--- config.mk ---
export PLATFORM = sky130hd
export DESIGN_NAME = sorted_timeout_queue
export DESIGN_NICKNAME = d
export VERILOG_FILES = /design/src/rtl/stq_pkg.sv /design/src/rtl/sorted_timeout_queue.sv
export SDC_FILE = /design/constraint.sdc
export NUM_CORES = 1
export LEC_CHECK = 0
export ABC_AREA = 1
export BUFFER_PORTS_ARGS = -buffer_cell sky130_fd_sc_hd__buf_2
export CAP_MARGIN = 5
export CORE_MARGIN = 2
export CORE_UTILIZATION = 50
export DETAILED_ROUTE_END_ITERATION = 7
export GPL_ROUTABILITY_DRIVEN = 0
export PLACE_DENSITY_LB_ADDON = 0.15
export SYNTH_ARGS = -nofsm -noshare
export SYNTH_HDL_FRONTEND = slang
export SYNTH_SLANG_ARGS = --single-unit
--- constraint.sdc ---
create_clock -name clk -period 8.6 [get_ports clk]
set_input_delay 0.43 -clock clk [delete_from_list [all_inputs] [get_ports clk]]
set_output_delay 0.43 -clock clk [all_outputs]
set_load 0.01 [all_outputs]
--- src/rtl/stq_pkg.sv ---
// Package with the types, codes and constants of the sorted timeout queue.
`timescale 1ns / 1ps

package stq_pkg;

	// Default queue depth.
	localparam int DEFAULT_NUM_TIMERS = 8;

	// Stream widths: input tdata holds 146 bits of fields padded to 19 bytes,
	// output tdata holds 47 bits of fields padded to 6 bytes.
	localparam int S_TDATA_W = 152;
	localparam int S_TUSER_W = 3;
	localparam int M_TDATA_W = 48;

	// One second in microseconds, wide enough for the sum of two microsecond fields.
	localparam logic [20:0] USEC_PER_SEC = 21'd1000000;

	// Request codes carried in s_tuser; codes five to seven mean nothing.
	localparam logic [2:0] REQ_REGISTER = 3'd0;
	localparam logic [2:0] REQ_CANCEL   = 3'd1;
	localparam logic [2:0] REQ_QUERY    = 3'd2;
	localparam logic [2:0] REQ_TICK     = 3'd3;
	localparam logic [2:0] REQ_CLEAR    = 3'd4;

	localparam logic [3:0] REMOVED_MAX = 4'd15;

	// One stored timeout.
	typedef struct packed {
		logic [31:0] sec;
		logic [19:0] usec;
		logic [7:0]  handler;
		logic [15:0] event_ctx;
		logic [15:0] user_ctx;
	} entry_t;

	// One result, declared so that status lands in the lowest bit.
	typedef struct packed {
		logic [15:0] fired_user_ctx;
		logic [15:0] fired_event_ctx;
		logic [7:0]  fired_handler;
		logic        fired;
		logic        found;
		logic [3:0]  removed_count;
		logic        status;
	} result_t;

	typedef enum logic [2:0] {
		ST_IDLE,
		ST_NORM,
		ST_RD,
		ST_EV,
		ST_INS,
		ST_OUT
	} state_t;

endpackage

--- src/rtl/sorted_timeout_queue.sv ---
// Top level of the sorted timeout queue: sequencer, entry memory and result register.
`timescale 1ns / 1ps

// Channel  Direction  Handshake            Payload
// s_*      in         s_tvalid / s_tready  s_tuser = request code, s_tdata = request fields
// m_*      out        m_tvalid / m_tready  m_tdata = result fields
//
// Per request: register takes 0 to 2 normalisation steps and then compares stored entries,
// every entry it goes in front of plus the one it stops behind, if any; cancel and tick
// walk every stored entry; query stops at the first hit; clear and a refused register
// walk no entries. The single entry memory is read once and evaluated once for every
// entry walked, through one shared comparator.
// Reset clears the control state and the entry count; the entry memory is not cleared,
// since the count alone decides which entries are live.
// The block takes one request at a time. A finished result waits in the output register
// while the next request is taken; a request that finishes before the previous result has
// been taken waits until it has.

module sorted_timeout_queue
	import stq_pkg::*;
#(
	parameter int NUM_TIMERS = DEFAULT_NUM_TIMERS
) (
	input  logic                 clk,
	input  logic                 arst_n,
	input  logic                 s_tvalid,
	output logic                 s_tready,
	// From bit 0: now_sec[32], now_usec[20], delay_sec[32], delay_usec[20], handler_tag[8],
	// event_ctx[16], user_ctx[16], any_event_ctx[1], any_user_ctx[1], zero padding.
	input  logic [S_TDATA_W-1:0] s_tdata,
	// From bit 0: req_type[3].
	input  logic [S_TUSER_W-1:0] s_tuser,
	output logic                 m_tvalid,
	input  logic                 m_tready,
	// From bit 0: status[1], removed_count[4], found[1], fired[1], fired_handler[8],
	// fired_event_ctx[16], fired_user_ctx[16], zero padding.
	output logic [M_TDATA_W-1:0] m_tdata
);

	// Index width addresses the memory; count width can also hold a full queue.
	localparam int IW = (NUM_TIMERS > 1) ? $clog2(NUM_TIMERS) : 1;
	localparam int CW = $clog2(NUM_TIMERS + 1);
	localparam logic [CW-1:0] FULL_COUNT = CW'(NUM_TIMERS);

	// Entry memory: one write port, one registered read port.
	entry_t          mem [NUM_TIMERS];
	entry_t          rd_q;
	logic            mem_we;
	logic [IW-1:0]   mem_waddr;
	entry_t          mem_wdata;
	logic [IW-1:0]   mem_raddr;
	logic            mem_re;

	state_t          state_q, state_d;

	// Request captured at acceptance.
	logic [2:0]      op_q;
	logic [31:0]     dl_sec_q;    // new deadline for register, current time for tick
	logic [20:0]     dl_usec_q;
	logic [7:0]      hd_q;
	logic [15:0]     ec_q;
	logic [15:0]     uc_q;
	logic            any_e_q;
	logic            any_u_q;

	logic [CW-1:0]   count_q;
	logic [CW-1:0]   idx_q;       // read index of a scan, or the entry being moved past
	logic [CW-1:0]   wr_q;        // compaction write index
	logic [CW-1:0]   ins_pos_q;
	result_t         res_q;
	result_t         out_q;
	logic            out_valid_q;

	logic            accept;
	logic [CW-1:0]   idx_inc;
	logic [CW-1:0]   wr_next;
	logic            cmp_earlier;
	logic            tag_match;
	logic            hit;
	logic            scan_last;
	logic            norm_done;

	assign accept    = s_tvalid && s_tready;
	assign idx_inc   = idx_q + CW'(1);
	assign scan_last = (idx_inc == count_q);
	assign norm_done = (dl_usec_q < USEC_PER_SEC);

	// The one comparator: is the held deadline (or time) strictly earlier than the entry read?
	assign cmp_earlier = (dl_sec_q < rd_q.sec) ||
		((dl_sec_q == rd_q.sec) && (dl_usec_q < {1'b0, rd_q.usec}));

	// Tag match; for a query both wildcards were cleared when the request was captured.
	assign tag_match = (rd_q.handler == hd_q) &&
		(any_e_q || (rd_q.event_ctx == ec_q)) &&
		(any_u_q || (rd_q.user_ctx == uc_q));

	// A tick removes only the head, and only when its deadline is not later than now.
	assign hit     = (op_q == REQ_TICK) ? ((idx_q == '0) && !cmp_earlier) : tag_match;
	assign wr_next = hit ? wr_q : (wr_q + CW'(1));

	assign s_tready = (state_q == ST_IDLE);
	assign m_tvalid = out_valid_q;
	assign m_tdata  = {{(M_TDATA_W - $bits(result_t)){1'b0}}, out_q};

	// Next state.
	always_comb begin
		state_d = state_q;
		unique case (state_q)
			ST_IDLE: begin
				if (accept) begin
					unique case (s_tuser)
						REQ_REGISTER: state_d = (count_q == FULL_COUNT) ? ST_OUT : ST_NORM;
						REQ_CANCEL, REQ_QUERY, REQ_TICK: state_d = (count_q == '0) ? ST_OUT : ST_RD;
						default: state_d = ST_OUT;
					endcase
				end
			end
			ST_NORM: begin
				if (norm_done) begin
					state_d = (count_q == '0) ? ST_INS : ST_RD;
				end
			end
			ST_RD: state_d = ST_EV;
			ST_EV: begin
				unique case (op_q)
					REQ_REGISTER: begin
						if (cmp_earlier && (idx_q != '0)) begin
							state_d = ST_RD;
						end else begin
							state_d = ST_INS;
						end
					end
					REQ_QUERY: state_d = (tag_match || scan_last) ? ST_OUT : ST_RD;
					default: state_d = scan_last ? ST_OUT : ST_RD;
				endcase
			end
			ST_INS: state_d = ST_OUT;
			ST_OUT: begin
				if (!out_valid_q || m_tready) begin
					state_d = ST_IDLE;
				end
			end
			default: state_d = ST_IDLE;
		endcase
	end

	// Memory port control.
	always_comb begin
		mem_re    = 1'b0;
		mem_raddr = idx_q[IW-1:0];
		mem_we    = 1'b0;
		mem_waddr = idx_inc[IW-1:0];
		mem_wdata = rd_q;
		unique case (state_q)
			ST_RD: mem_re = 1'b1;
			ST_EV: begin
				if (op_q == REQ_REGISTER) begin
					// Later entries shift up by one to open the gap.
					mem_we = cmp_earlier;
				end else if (op_q == REQ_CANCEL || op_q == REQ_TICK) begin
					// Kept entries close up over removed ones.
					mem_we    = !hit && (wr_q != idx_q);
					mem_waddr = wr_q[IW-1:0];
				end
			end
			ST_INS: begin
				mem_we    = 1'b1;
				mem_waddr = ins_pos_q[IW-1:0];
				mem_wdata = '{sec: dl_sec_q, usec: dl_usec_q[19:0], handler: hd_q,
					event_ctx: ec_q, user_ctx: uc_q};
			end
			default: begin
			end
		endcase
	end

	always_ff @(posedge clk) begin
		if (mem_we) begin
			mem[mem_waddr] <= mem_wdata;
		end
		if (mem_re) begin
			rd_q <= mem[mem_raddr];
		end
	end

	// Control state.
	always_ff @(posedge clk or negedge arst_n) begin
		if (!arst_n) begin
			state_q     <= ST_IDLE;
			count_q     <= '0;
			out_valid_q <= 1'b0;
		end else begin
			state_q <= state_d;
			// A new result may replace the one being taken in the same cycle.
			if ((state_q == ST_OUT) && (!out_valid_q || m_tready)) begin
				out_valid_q <= 1'b1;
			end else if (out_valid_q && m_tready) begin
				out_valid_q <= 1'b0;
			end
			unique case (state_q)
				ST_IDLE: begin
					if (accept && s_tuser == REQ_CLEAR) begin
						count_q <= '0;
					end
				end
				ST_EV: begin
					if ((op_q == REQ_CANCEL || op_q == REQ_TICK) && scan_last) begin
						count_q <= wr_next;
					end
				end
				ST_INS: count_q <= count_q + CW'(1);
				default: begin
				end
			endcase
		end
	end

	// Request and scan data path.
	always_ff @(posedge clk) begin
		unique case (state_q)
			ST_IDLE: begin
				if (accept) begin
					op_q      <= s_tuser;
					hd_q      <= s_tdata[111:104];
					ec_q      <= s_tdata[127:112];
					uc_q      <= s_tdata[143:128];
					any_e_q   <= (s_tuser == REQ_CANCEL) && s_tdata[144];
					any_u_q   <= (s_tuser == REQ_CANCEL) && s_tdata[145];
					idx_q     <= (s_tuser == REQ_REGISTER) ? (count_q - CW'(1)) : '0;
					wr_q      <= '0;
					ins_pos_q <= '0;
					// Every result field starts at zero; a register on a full queue is refused.
					res_q     <= {{($bits(result_t) - 1){1'b0}},
						(s_tuser == REQ_REGISTER) && (count_q == FULL_COUNT)};
					if (s_tuser == REQ_REGISTER) begin
						dl_sec_q  <= s_tdata[31:0] + s_tdata[83:52];
						dl_usec_q <= {1'b0, s_tdata[51:32]} + {1'b0, s_tdata[103:84]};
					end else begin
						dl_sec_q  <= s_tdata[31:0];
						dl_usec_q <= {1'b0, s_tdata[51:32]};
					end
				end
			end
			ST_NORM: begin
				if (!norm_done) begin
					dl_usec_q <= dl_usec_q - USEC_PER_SEC;
					dl_sec_q  <= dl_sec_q + 32'd1;
				end
			end
			ST_EV: begin
				unique case (op_q)
					REQ_REGISTER: begin
						if (!cmp_earlier) begin
							ins_pos_q <= idx_inc;
						end else if (idx_q != '0) begin
							idx_q <= idx_q - CW'(1);
						end
					end
					REQ_QUERY: begin
						res_q.found <= tag_match;
						idx_q       <= idx_inc;
					end
					default: begin
						if (hit) begin
							if (op_q == REQ_TICK) begin
								res_q.fired           <= 1'b1;
								res_q.fired_handler   <= rd_q.handler;
								res_q.fired_event_ctx <= rd_q.event_ctx;
								res_q.fired_user_ctx  <= rd_q.user_ctx;
							end else if (res_q.removed_count != REMOVED_MAX) begin
								res_q.removed_count <= res_q.removed_count + 4'd1;
							end
						end
						wr_q  <= wr_next;
						idx_q <= idx_inc;
					end
				endcase
			end
			ST_OUT: begin
				if (!out_valid_q || m_tready) begin
					out_q <= res_q;
				end
			end
			default: begin
			end
		endcase
	end

endmodule

==> impl_results.md <==
* Worst EP required at 8910 ps
* CP max-delay cell: nor2_4
* Min Tclk post-route at 5220 ps
* Placed Cells at 5386
* Leading cell type in the layout, fill and taps excluded: edfxtp_1
* Cts repair resizes at 0
* Crit path max-delay family: simple AND/OR/NAND/NOR gates
* Final Hold Fails at 0
* CTS Buffer Depth at 3
* Fin nets at 4629
* Fin Clk Skew at 34.1 ps
* Worst Path Max Fanout at 34
* Worst slew pin tran at 1120 ps
* Peak VDD IR at 0.228 mV
* Die Wd at 308 um
* DRC Markers at 0
* Worst skew pair latency at 710 ps
* Starting Density at 0.505
* First-pass GRT wire length at 178 mm
* Vias at 31.7k
* Most frequent cells in the layout: edfxtp_1 (1031), nor2_1 (766), o21ai_0 (585)
* Startpoint Class: register
* Area Growth Syn to Fin at 13.5%
* Clock Root Buffer: clkbuf_16
* Mapped Cells at 4152
* Power per cell area at 323 mW/mm2
* Max Freq at 191 MHz
* Grt ovf at 0
* Rel. slew slack at 0.251
* RSZ-0062 raised after global routing: false
* Wire length per cell at 20.9 um
* Drt first pass iters at 5
* Via/cell ratio at 5.63
* Fillers at 7625
* Fin cells at 5630
* Core Footprint at 0.0917 mm2
* CP Class: register to register
* Setup violators final at 0
* CTS tree: done
* GR Util All Layers at 0.248
* Critical path cell sequence: ha_1 -> nand2_1 -> nor2_1 -> nand4_1 -> nor2_1 -> nand4_1 -> nand3_1 -> nand2_2 -> o21ai_0 -> nand2_1 -> nor2_4 -> buf_4
* Iteration-0 DRC Markers at 2792
* DIE AREA at 0.0950 mm2
* Die H at 308 um
* Sequential area share after synthesis at 0.673
* Clk sinks at 1039
* Worst r2r src: dl_sec_q[19]
* Row count at 111
* Initial antenna violation count at 4
* Number of CTS-inserted buffers at 108
* CTS clk-pin slew, worst paths at 60 ps
* Synth Net Count at 4425
* #FFs+latches synth at 1039
* Detailed Place HPWL at 68.8 mm
* Power after layout at 0.0170 W
* Hold Buf Count CTS at 46
* Vias in the first global route at 30.2k
* Slowest stage delay, CP at 1020 ps
* H-tree lvl count at 3
* PortBufs at 201
* Max_cap viols at 0
* CP Launch Point: dl_sec_q[19]
* Final slew viol count at 0
* Largest net degree at the start of global routing at 199
* Syn_area_per_cell at 11.1 um2
* Sum Neg Setup Slack at 0 ps
* Static Leak at 18.9 nW
* WP buf/inv at 1
* Synth Cell Area at 0.0463 mm2
* Ys Warns at 0
* IO Count at 209
* Total routed wirelength at 118 mm
* Layout cell share with drive strength beyond 1 at 0.0986
* CP Capture Type: register
* Crit path arrival time at 5530 ps
* Worst hold path type: primary input to async pin
* Cell variety after synth at 49
* Final antenna-violating net count at 0
* Final period utilization at 0.607
* Status: finished clean
* Postcts setup bufs at 0
## sequential cells by signal, summed over array words and instances, names as in the netlist
register / cells
mem: 736
dl_sec_q: 32
wr_q: 4
res_q: 47
m_tvalid: 1
idx_q: 4
m_tdata: 47
state_q: 3
rd_q: 92
count_q: 4
dl_usec_q: 21
hd_q: 8
any_e_q: 1
ec_q: 16
ins_pos_q: 3
op_q: 3
any_u_q: 1
uc_q: 16
## cells by family after synthesis
| kind of cell | count (synthesis) | synth area share |
|---|---|---|
| buffers and inverters | 463 | 0.0381 |
| adders and majority gates | 114 | 0.0311 |
| other | 1 | 0.0000810 |
| DFF | 1039 | 0.673 |
| and+or+nand+nor | 1495 | 0.129 |
| xor gates and xnor gates | 78 | 0.0148 |
| AOI/OAI and AO/OA | 962 | 0.113 |
## worst register-to-register path, delay by kind of cell, from the launching register on
| family | cells | cell delay (ps) |
|---|---|---|
| flops | 1 | 490 |
| fa+ha+maj | 1 | 340 |
| simple gates | 9 | 3090 |
| buf+inv | 1 | 690 |
| compound gates | 1 | 180 |
## stage by stage
stage / cell area [um2] / setup WS, ps / hold WS [ps] / utilization
finish: 52500 / 3380 / 114 / 0.573
CTS: 52500 / 3320 / 63.7 / 0.573
global placement: 48500 / 3440 / 298 / 0.529
floorplan: 46300 / 2170 / 134 / -
detailed placement: 48500 / 3380 / 298 / 0.529
global route: 52500 / 2980 / 96.7 / 0.573
## layer usage
layer | vias up | wire [um] | global-route usage
met3 | 209 | 6950 | 0.0381
met2 | 987 | 56000 | 0.413
met5 | - | 38 | 0
li1 | 15138 | - | -
met1 | 15363 | 51600 | 0.337
met4 | 8 | 3260 | 0.0737
## cell type report
type                    count  area, um2  area share
flip-flops and latches   1039      31200       0.593
multi-input cells        2650      13500       0.257
clock buffers             134       2810      0.0535
repair buffers            287       1840      0.0351
well taps                1186       1480      0.0283
inverters                 270       1030      0.0196
clock inverters            63        723      0.0138
diodes                      1       2.50   0.0000476
## power by group
part	switching (W)	leakage [nW]	internal (W)	total (W)
Clock	0.00198	1.70	0.00266	0.00464
Combinational	0.00354	7.76	0.00131	0.00486
Sequential	0.000384	9.46	0.00710	0.00749
## final timing paths
kind	end	slack [ps]	cells past startpoint
max reg2reg	mem[3][69]	3380	12
min in group clk	dl_sec_q[29]	120	3
max	mem[3][69]	3380	12
min reg2reg	m_tdata[36]	420	0
max in group asynchronous	state_q[0]	8290	2
min	state_q[1]	110	2
## cell usage after synthesis, drive strengths merged
cell,number,share of area
o211a,1,0.00022
a21o,10,0.0016
nor4,5,0.00068
a21oi,120,0.013
a311oi,1,0.00019
o41ai,1,0.00019
nor2,784,0.064
o211ai,50,0.0081
o21a,4,0.00065
and3,2,0.00027
o21bai,11,0.0018
a41o,1,0.00022
edfxtp,1031,0.67
conb,1,0.000081
nand3,75,0.0086
and2,1,0.00014
ha,112,0.030
xor2,51,0.0097
a211oi,2,0.00032
a21boi,2,0.00032
o21ai,588,0.064
nor3,69,0.0078
dfrtp,8,0.0043
nand2,523,0.043
xnor2,27,0.0051
nand3b,4,0.00065
o22ai,108,0.015
a221oi,1,0.00019
fa,2,0.00087
a31o,1,0.00019
clkbuf,152,0.012
or2,6,0.00081
buf,41,0.0039
o221ai,1,0.00019
a31oi,60,0.0081
nand4,26,0.0035
inv,270,0.022
(Power assumes the default switching activity.)
